[src/rtl/core/lnps_pkg.sv]
// Package: item types and sequencer states for the last-note-priority stack.
package lnps_pkg;

  typedef struct packed {
    logic [3:0] chan;
    logic [6:0] key_pitch;
    logic [6:0] velocity;
  } in_item_t;

  typedef struct packed {
    logic [3:0] out_chan;
    logic [6:0] out_pitch;
    logic [6:0] out_velocity;
  } out_item_t;

  typedef enum logic [2:0] {
    ST_IDLE,
    ST_PUSH,
    ST_SHIFT,
    ST_TOP,
    ST_NEXT,
    ST_SEARCH,
    ST_EMIT
  } lnps_state_e;

endpackage

[src/rtl/core/lnps_mem.sv]
// Held-note memory: one write port, one read port, registered read data.
module lnps_mem #(
  parameter int unsigned STACK_DEPTH = 16,
  localparam int unsigned AW = $clog2(STACK_DEPTH)
) (
  input  logic              clk_i,
  input  logic              we_i,
  input  logic [AW-1:0]     waddr_i,
  input  lnps_pkg::in_item_t wdata_i,
  input  logic [AW-1:0]     raddr_i,
  output lnps_pkg::in_item_t rdata_o
);
  import lnps_pkg::*;

  in_item_t mem_q [STACK_DEPTH];
  in_item_t rdata_q;

  always_ff @(posedge clk_i) begin
    if (we_i) begin
      mem_q[waddr_i] <= wdata_i;
    end
    rdata_q <= mem_q[raddr_i];
  end

  assign rdata_o = rdata_q;

endmodule

[src/rtl/core/lnps_ctrl.sv]
// Sequencer: push, pop, search and compaction of the held-note stack in memory.
module lnps_ctrl #(
  parameter int unsigned STACK_DEPTH = 16,
  localparam int unsigned AW = $clog2(STACK_DEPTH),
  localparam int unsigned CW = $clog2(STACK_DEPTH + 1)
) (
  input  logic                clk_i,
  input  logic                rst_ni,
  input  logic                in_valid_i,
  output logic                in_ready_o,
  input  lnps_pkg::in_item_t  in_item_i,
  output logic                res_valid_o,
  input  logic                res_ready_i,
  output lnps_pkg::out_item_t res_o,
  output logic                mem_we_o,
  output logic [AW-1:0]       mem_waddr_o,
  output lnps_pkg::in_item_t  mem_wdata_o,
  output logic [AW-1:0]       mem_raddr_o,
  input  lnps_pkg::in_item_t  mem_rdata_i
);
  import lnps_pkg::*;

  lnps_state_e state_q, state_d;
  logic [CW-1:0] cnt_q, cnt_d;
  logic [AW-1:0] idx_q, idx_d;
  in_item_t      ev_q, ev_d;
  out_item_t     res_q, res_d;

  logic [CW-1:0] cnt_m1, cnt_m2, idx_inc;
  logic          cnt_full, cnt_zero, cnt_one, rd_match, ev_on, in_on, shift_more, search_last;

  assign cnt_m1      = cnt_q - CW'(1);
  assign cnt_m2      = cnt_q - CW'(2);
  assign idx_inc     = CW'(idx_q) + CW'(1);
  assign cnt_full    = cnt_q == CW'(STACK_DEPTH);
  assign cnt_zero    = cnt_q == '0;
  assign cnt_one     = cnt_q == CW'(1);
  assign rd_match    = mem_rdata_i.key_pitch == ev_q.key_pitch;
  assign ev_on       = ev_q.velocity != '0;
  assign in_on       = in_item_i.velocity != '0;
  assign shift_more  = idx_inc < cnt_q;
  assign search_last = (idx_inc + CW'(1)) == cnt_q;

  always_comb begin
    state_d = state_q;
    case (state_q)
      ST_IDLE: begin
        if (in_valid_i) begin
          if (in_on) begin
            state_d = cnt_full ? ST_SHIFT : ST_PUSH;
          end else if (!cnt_zero) begin
            state_d = ST_TOP;
          end
        end
      end
      ST_PUSH:  state_d = ST_EMIT;
      ST_SHIFT: begin
        if (!shift_more) begin
          state_d = ev_on ? ST_PUSH : ST_IDLE;
        end
      end
      ST_TOP: begin
        if (rd_match) begin
          state_d = cnt_one ? ST_EMIT : ST_NEXT;
        end else begin
          state_d = cnt_one ? ST_EMIT : ST_SEARCH;
        end
      end
      ST_NEXT: state_d = ST_EMIT;
      ST_SEARCH: begin
        if (rd_match) begin
          state_d = ST_SHIFT;
        end else if (search_last) begin
          state_d = ST_EMIT;
        end
      end
      ST_EMIT: begin
        if (res_ready_i) begin
          state_d = ST_IDLE;
        end
      end
      default: state_d = ST_IDLE;
    endcase
  end

  always_comb begin
    cnt_d       = cnt_q;
    idx_d       = idx_q;
    ev_d        = ev_q;
    res_d       = res_q;
    mem_we_o    = 1'b0;
    mem_waddr_o = idx_q - AW'(1);
    mem_wdata_o = mem_rdata_i;
    mem_raddr_o = idx_q;
    in_ready_o  = 1'b0;
    case (state_q)
      ST_IDLE: begin
        in_ready_o = 1'b1;
        if (in_valid_i) begin
          ev_d = in_item_i;
          if (in_on) begin
            // full stack: drop the oldest by compacting from entry 1
            idx_d       = AW'(1);
            mem_raddr_o = AW'(1);
          end else begin
            mem_raddr_o = cnt_m1[AW-1:0];
          end
        end
      end
      ST_PUSH: begin
        mem_we_o    = 1'b1;
        mem_waddr_o = cnt_q[AW-1:0];
        mem_wdata_o = ev_q;
        cnt_d       = cnt_q + CW'(1);
        res_d       = out_item_t'(ev_q);
      end
      ST_SHIFT: begin
        mem_we_o    = 1'b1;
        mem_waddr_o = idx_q - AW'(1);
        mem_wdata_o = mem_rdata_i;
        mem_raddr_o = idx_inc[AW-1:0];
        if (shift_more) begin
          idx_d = idx_inc[AW-1:0];
        end else begin
          cnt_d = cnt_m1;
        end
      end
      ST_TOP: begin
        if (rd_match) begin
          cnt_d       = cnt_m1;
          mem_raddr_o = cnt_m2[AW-1:0];
          res_d       = '{out_chan: ev_q.chan, out_pitch: ev_q.key_pitch, out_velocity: '0};
        end else begin
          idx_d       = '0;
          mem_raddr_o = '0;
          res_d       = out_item_t'(ev_q);
        end
      end
      ST_NEXT: res_d = out_item_t'(mem_rdata_i);
      ST_SEARCH: begin
        mem_raddr_o = idx_inc[AW-1:0];
        if (!search_last || rd_match) begin
          idx_d = idx_inc[AW-1:0];
        end
        res_d = out_item_t'(ev_q);
      end
      default: ;
    endcase
  end

  always_ff @(posedge clk_i or negedge rst_ni) begin
    if (!rst_ni) begin
      state_q <= ST_IDLE;
      cnt_q   <= '0;
    end else begin
      state_q <= state_d;
      cnt_q   <= cnt_d;
    end
  end

  always_ff @(posedge clk_i) begin
    idx_q <= idx_d;
    ev_q  <= ev_d;
    res_q <= res_d;
  end

  assign res_valid_o = state_q == ST_EMIT;
  assign res_o       = res_q;

endmodule

[src/rtl/core/last_note_priority_stack.sv]
// Top level of the monophonic last-note-priority voice tracker.
// One note event per item, velocity zero meaning note-off; each event gives zero or one
// result item. Held notes live in a STACK_DEPTH-entry memory with registered read data
// and are handled one event at a time by a read-modify-write sequencer. A note-on is
// pushed directly, or after the oldest note is compacted out when the stack is full.
// A note-off on an empty stack is dropped, one that hits the top pops it, and one that
// searches deeper entries either compacts out a match or passes the event through; the
// search and the compaction each move one memory entry per cycle. A result that finds
// the output register still full waits until it is taken. Results sit in an output
// register, so the next event is taken while a result waits. No clearing pass after
// reset: only entries below the held count are read.
module last_note_priority_stack #(
  parameter int unsigned STACK_DEPTH = 16
) (
  input  logic                clk_i,
  input  logic                rst_ni,
  input  logic                in_valid_i,
  output logic                in_ready_o,
  input  lnps_pkg::in_item_t  in_item_i,
  output logic                out_valid_o,
  input  logic                out_ready_i,
  output lnps_pkg::out_item_t out_item_o
);
  import lnps_pkg::*;

  localparam int unsigned AW = $clog2(STACK_DEPTH);

  logic          mem_we;
  logic [AW-1:0] mem_waddr, mem_raddr;
  in_item_t      mem_wdata, mem_rdata;
  logic          res_valid, res_ready;
  out_item_t     res;
  logic          out_valid_q, out_valid_d;
  out_item_t     out_q;

  lnps_mem #(.STACK_DEPTH(STACK_DEPTH)) u_mem (
    .clk_i   (clk_i),
    .we_i    (mem_we),
    .waddr_i (mem_waddr),
    .wdata_i (mem_wdata),
    .raddr_i (mem_raddr),
    .rdata_o (mem_rdata)
  );

  lnps_ctrl #(.STACK_DEPTH(STACK_DEPTH)) u_ctrl (
    .clk_i       (clk_i),
    .rst_ni      (rst_ni),
    .in_valid_i  (in_valid_i),
    .in_ready_o  (in_ready_o),
    .in_item_i   (in_item_i),
    .res_valid_o (res_valid),
    .res_ready_i (res_ready),
    .res_o       (res),
    .mem_we_o    (mem_we),
    .mem_waddr_o (mem_waddr),
    .mem_wdata_o (mem_wdata),
    .mem_raddr_o (mem_raddr),
    .mem_rdata_i (mem_rdata)
  );

  assign res_ready   = !out_valid_q || out_ready_i;
  assign out_valid_d = (res_valid && res_ready) || (out_valid_q && !out_ready_i);

  always_ff @(posedge clk_i or negedge rst_ni) begin
    if (!rst_ni) begin
      out_valid_q <= 1'b0;
    end else begin
      out_valid_q <= out_valid_d;
    end
  end

  always_ff @(posedge clk_i) begin
    if (res_valid && res_ready) begin
      out_q <= res;
    end
  end

  assign out_valid_o = out_valid_q;
  assign out_item_o  = out_q;

endmodule

[config.mk]
export PLATFORM = sky130hd
export DESIGN_NAME = last_note_priority_stack
export DESIGN_NICKNAME = d
export VERILOG_FILES = /design/src/rtl/core/lnps_pkg.sv /design/src/rtl/core/lnps_mem.sv /design/src/rtl/core/lnps_ctrl.sv /design/src/rtl/core/last_note_priority_stack.sv
export SDC_FILE = /design/constraint.sdc
export NUM_CORES = 1
export LEC_CHECK = 0
export ABC_AREA = 1
export BUFFER_PORTS_ARGS = -buffer_cell sky130_fd_sc_hd__buf_2
export CAP_MARGIN = 25
export CORE_ASPECT_RATIO = 1.25
export CORE_UTILIZATION = 50
export DETAILED_ROUTE_END_ITERATION = 8
export PLACE_DENSITY = 0.69
export SLEW_MARGIN = 20
export SYNTH_ARGS = -nofsm -noshare
export SYNTH_HDL_FRONTEND = slang
export SYNTH_SLANG_ARGS = --single-unit
export TNS_END_PERCENT = 30
[constraint.sdc]
create_clock -name clk_i -period 3.1 [get_ports clk_i]
set_clock_uncertainty 0.15 [all_clocks]
set_input_delay 0.465 -clock clk_i [delete_from_list [all_inputs] [get_ports clk_i]]
set_output_delay 0.465 -clock clk_i [all_outputs]
set_load 0.01 [all_outputs]
==> impl_metrics.py <==
metrics = {
    "pwr": {
        "power.net_switching_mw": 10.2,
        "p_leak_nw": 8.40,
        "power.combinational.fraction": 0.475,
        "ir_drop_v": 0.000959,
        "power_frac_seq": 0.334,
        "sw_frac_of_total": 0.425,
        "clkPwrFrac": 0.191,
        "pwr_density_cell_nw_per_um2": 1230,
        "internal_power_mw": 13.7,
    },
    "drt": {
        "detail_route.iter0.violations": 1527,
        "antenna_viol_nets_final": 0,
        "route.vias.total": 12300,
        "drt_drc_violations_left": 0,
        "postRouteWirelength_um": 42200,
        "avgRoutedWirePerCell_um": 19.3,
        "detailedRoute.firstPassIterationCount": 6,
        "drt-vias-per-instance": 5.62,
    },
    "synth": {
        "synthesis.nets": 1696,
        "synth.ff_latch_count": 373,
        "netlist.area_leader.share": 0.611,
        "synth_cell_type_count": 36,
        "synthDominantAreaCellType": "edfxtp_1",
        "yosys_warnings": 0,
        "syn-cell-area_sq_um": 17000,
        "yosysSeqAreaShare": 0.646,
        "post_synth_main_area_contributors": "edfxtp_1 61%, nand3_1 7.9%, inv_1 7.7%",
        "instance_count_of_the_mapped_netlist": 1657,
        "postSynthAreaPerCell_sq_um": 10.3,
    },
    "finish": {
        "areaGrowthSynthToFinish_pct": 14.7,
        "drive_gt1_frac": 0.116,
        "mostFrequentLayoutCells": "350 x inv_1, 346 x edfxtp_1, 270 x nand3_1",
        "n_antenna_cell": 0,
        "final_net_count": 1775,
        "layout_commonest_cell": "inv_1",
    },
    "clocking": {
        "clock_tree.htree_level_count": 2,
        "post_cts.resized_instances": 0,
        "root_buffer": "clkbuf_16",
        "post-cts-setup-buffers": 0,
        "hold_bufs_at_cts": 20,
        "cts-root-to-sink-buffers": 3,
        "clk_pin_slew_worst_paths_ns": 0.06,
        "tritoncts_num_sinks": 373,
        "clock_tree_from_tritoncts": "done",
        "cts-buffers-inserted": 37,
        "clk_latency_ns": 0.54,
    },
    "job": {
        "maxCapViolCount": 0,
    },
    "timing": {
        "tightest_slew_ns": 0.700,
        "timing_max_transition_violations_final": 0,
        "tns_ns": 0,
        "final_min_period_over_clock_period": 0.924,
        "slew_headroom": 0.534,
        "setup_slack_ns": 0.236,
        "finalCriticalPeriod_ns": 2.86,
        "hold_violations": 0,
        "rsz0062_at_grt": "false",
        "clock.fmax_ghz": 0.349,
        "setup_viol_count_final": 0,
    },
    "critical_path": {
        "setup.worst_path.class": "flop to flop",
        "critical_path.startpoint_type": "flop",
        "worstSetupEndpointType": "flop",
        "crit_fanout": 7,
        "req_time_crit_path_ns": 3.39,
        "timing.critical_path.arrival_ns": 3.16,
    },
    "place": {
        "hpwl_um": 25000,
        "port-buffer-count": 41,
        "gp_congestion": 0.914,
        "preCtsSetupSlack_ns": 0.315,
    },
    "min_path": {
        "min-delay-path-class": "input pin to async pin",
    },
    "die": {
        "row_count": 75,
        "die_x_um": 167,
        "fp.dieArea_sq_um": 34700,
        "pin_count": 42,
        "floorplan.initialDensity": 0.507,
        "height_of_the_die_um": 208,
        "fp.coreArea_sq_um": 33500,
    },
    "grt": {
        "globalRouteOverflowTotal": 0,
        "first_global_vias": 11900,
        "pin_count_of_the_biggest_net_entering_global_routing": 145,
        "global_route.usage.total": 0.245,
        "number_of_antenna_violations_at_the_first_check_in_global_routing": 0,
        "first_pass_grt_wire_length_um": 65700,
    },
    "status": {
        "outcome": "finished clean",
    },
}
## cells by family (layout without fill, tap and decap cells)
logic type,after synthesis,after routing,share of synthesized area
buffers and inverters,449,556,0.105
AND/OR/NAND/NOR,734,734,0.207
XOR/XNOR,16,16,0.00824
flip-flops,373,373,0.646
adder cells (fa/ha/maj),17,17,0.0125
AO/OA/AOI/OAI,68,68,0.0223
## through the flow
stage / utilization / instance area (sq um) / std cells / total power, mW / hold slack, ns
5_1_grt: 0.582 / 19500 / 2187 / 25.3 / 0.168
2_1_floorplan: - / 17000 / 1657 / 15.4 / 0.0194
6_report: 0.582 / 19500 / 2187 / 23.9 / 0.160
3_5_place_dp: 0.539 / 18100 / 2100 / 19.3 / 0.187
3_3_place_gp: 0.539 / 18100 / 2100 / 19.1 / 0.176
4_1_cts: 0.582 / 19500 / 2187 / 23.9 / 0.146
## synth_stat cells, drive strengths merged
cell / count
o21ai: 51
a221oi: 1
clkinv: 1
nand3: 272
nand4: 149
inv: 354
xnor2: 5
nand2: 262
buf: 48
nor3: 2
o311ai: 1
o2111ai: 1
o211ai: 3
dfxtp: 18
nor2: 49
clkbuf: 46
o21bai: 1
xor2: 11
edfxtp: 346
a21oi: 8
a31oi: 1
dfrtp: 9
ha: 17
o41ai: 1
## layout make-up
| type | count | area, sq um |
|---|---|---|
| Clock inverter | 14 | 181 |
| Fill cell | 2675 | 14000 |
| Inverter | 355 | 1330 |
| Timing Repair Buffer | 134 | 1120 |
| Tap cell | 423 | 529 |
| Clock buffer | 53 | 1060 |
| Sequential cell | 373 | 11000 |
| Multi-Input combinational cell | 835 | 4300 |
## routing by layer
layer / vias up / part of all wire / GRT usage / routed length (um)
met5: - / 0 / 0 / 0
li1: 5746 / - / - / -
met4: 0 / 0.039 / 0.104 / 1640
met1: 5845 / 0.38 / 0.307 / 16200
met2: 582 / 0.50 / 0.424 / 21100
met3: 114 / 0.077 / 0.0356 / 3230
## power groups by stage
stage | Clock (mW) | Sequential [mW] | Combinational [mW]
after floorplan | 0 | 7.97 | 7.39
after global placement | 0 | 8.06 | 11.0
after detailed placement | 0 | 8.09 | 11.2
after CTS | 4.62 | 7.99 | 11.3
after global routing | 4.83 | 8.07 | 12.4
final | 4.56 | 8.00 | 11.4
## worst max-delay path: stages, from the launching register on
cell	delay [ns]
edfxtp_1	0.52
ha_1	0.27
nand2_1	0.09
inv_1	0.04
nor2_1	0.22
ha_1	0.30
nand2_1	0.06
inv_1	0.04
o21ai_0	0.16
o211ai_1	0.14
nor2_1	0.19
nor2_1	0.07
nand2_1	0.12
inv_1	0.10
o21ai_0	0.12
xor2_1	0.19
## registers in the layout, indices dropped and copies added, names as in the netlist, 3 cells and up
| name | flops |
|---|---|
| u_mem.mem_q | 288 |
| out_item_o | 18 |
| u_ctrl.ev_q | 18 |
| u_ctrl.res_o | 18 |
| u_mem.rdata_o | 18 |
| u_ctrl.cnt_q | 5 |
| u_ctrl.idx_q | 4 |
| u_ctrl.state_q | 3 |
## final timing paths
check | startpoint | endpoint | slack [ns] | cells past startpoint
max | u_ctrl.idx_q[0] | u_ctrl.cnt_q[4] | 0.24 | 15
min | rst_ni | out_valid_o | 0.16 | 2
max reg2reg | u_ctrl.idx_q[0] | u_ctrl.cnt_q[4] | 0.24 | 15
min reg2reg | u_ctrl.res_o[5] | out_item_o[5] | 0.27 | 0
max in group asynchronous | rst_ni | u_ctrl.cnt_q[0] | 2.45 | 2
min in group clk_i | u_ctrl.res_o[5] | out_item_o[5] | 0.27 | 0
Power figures use the tool's default switching activity.
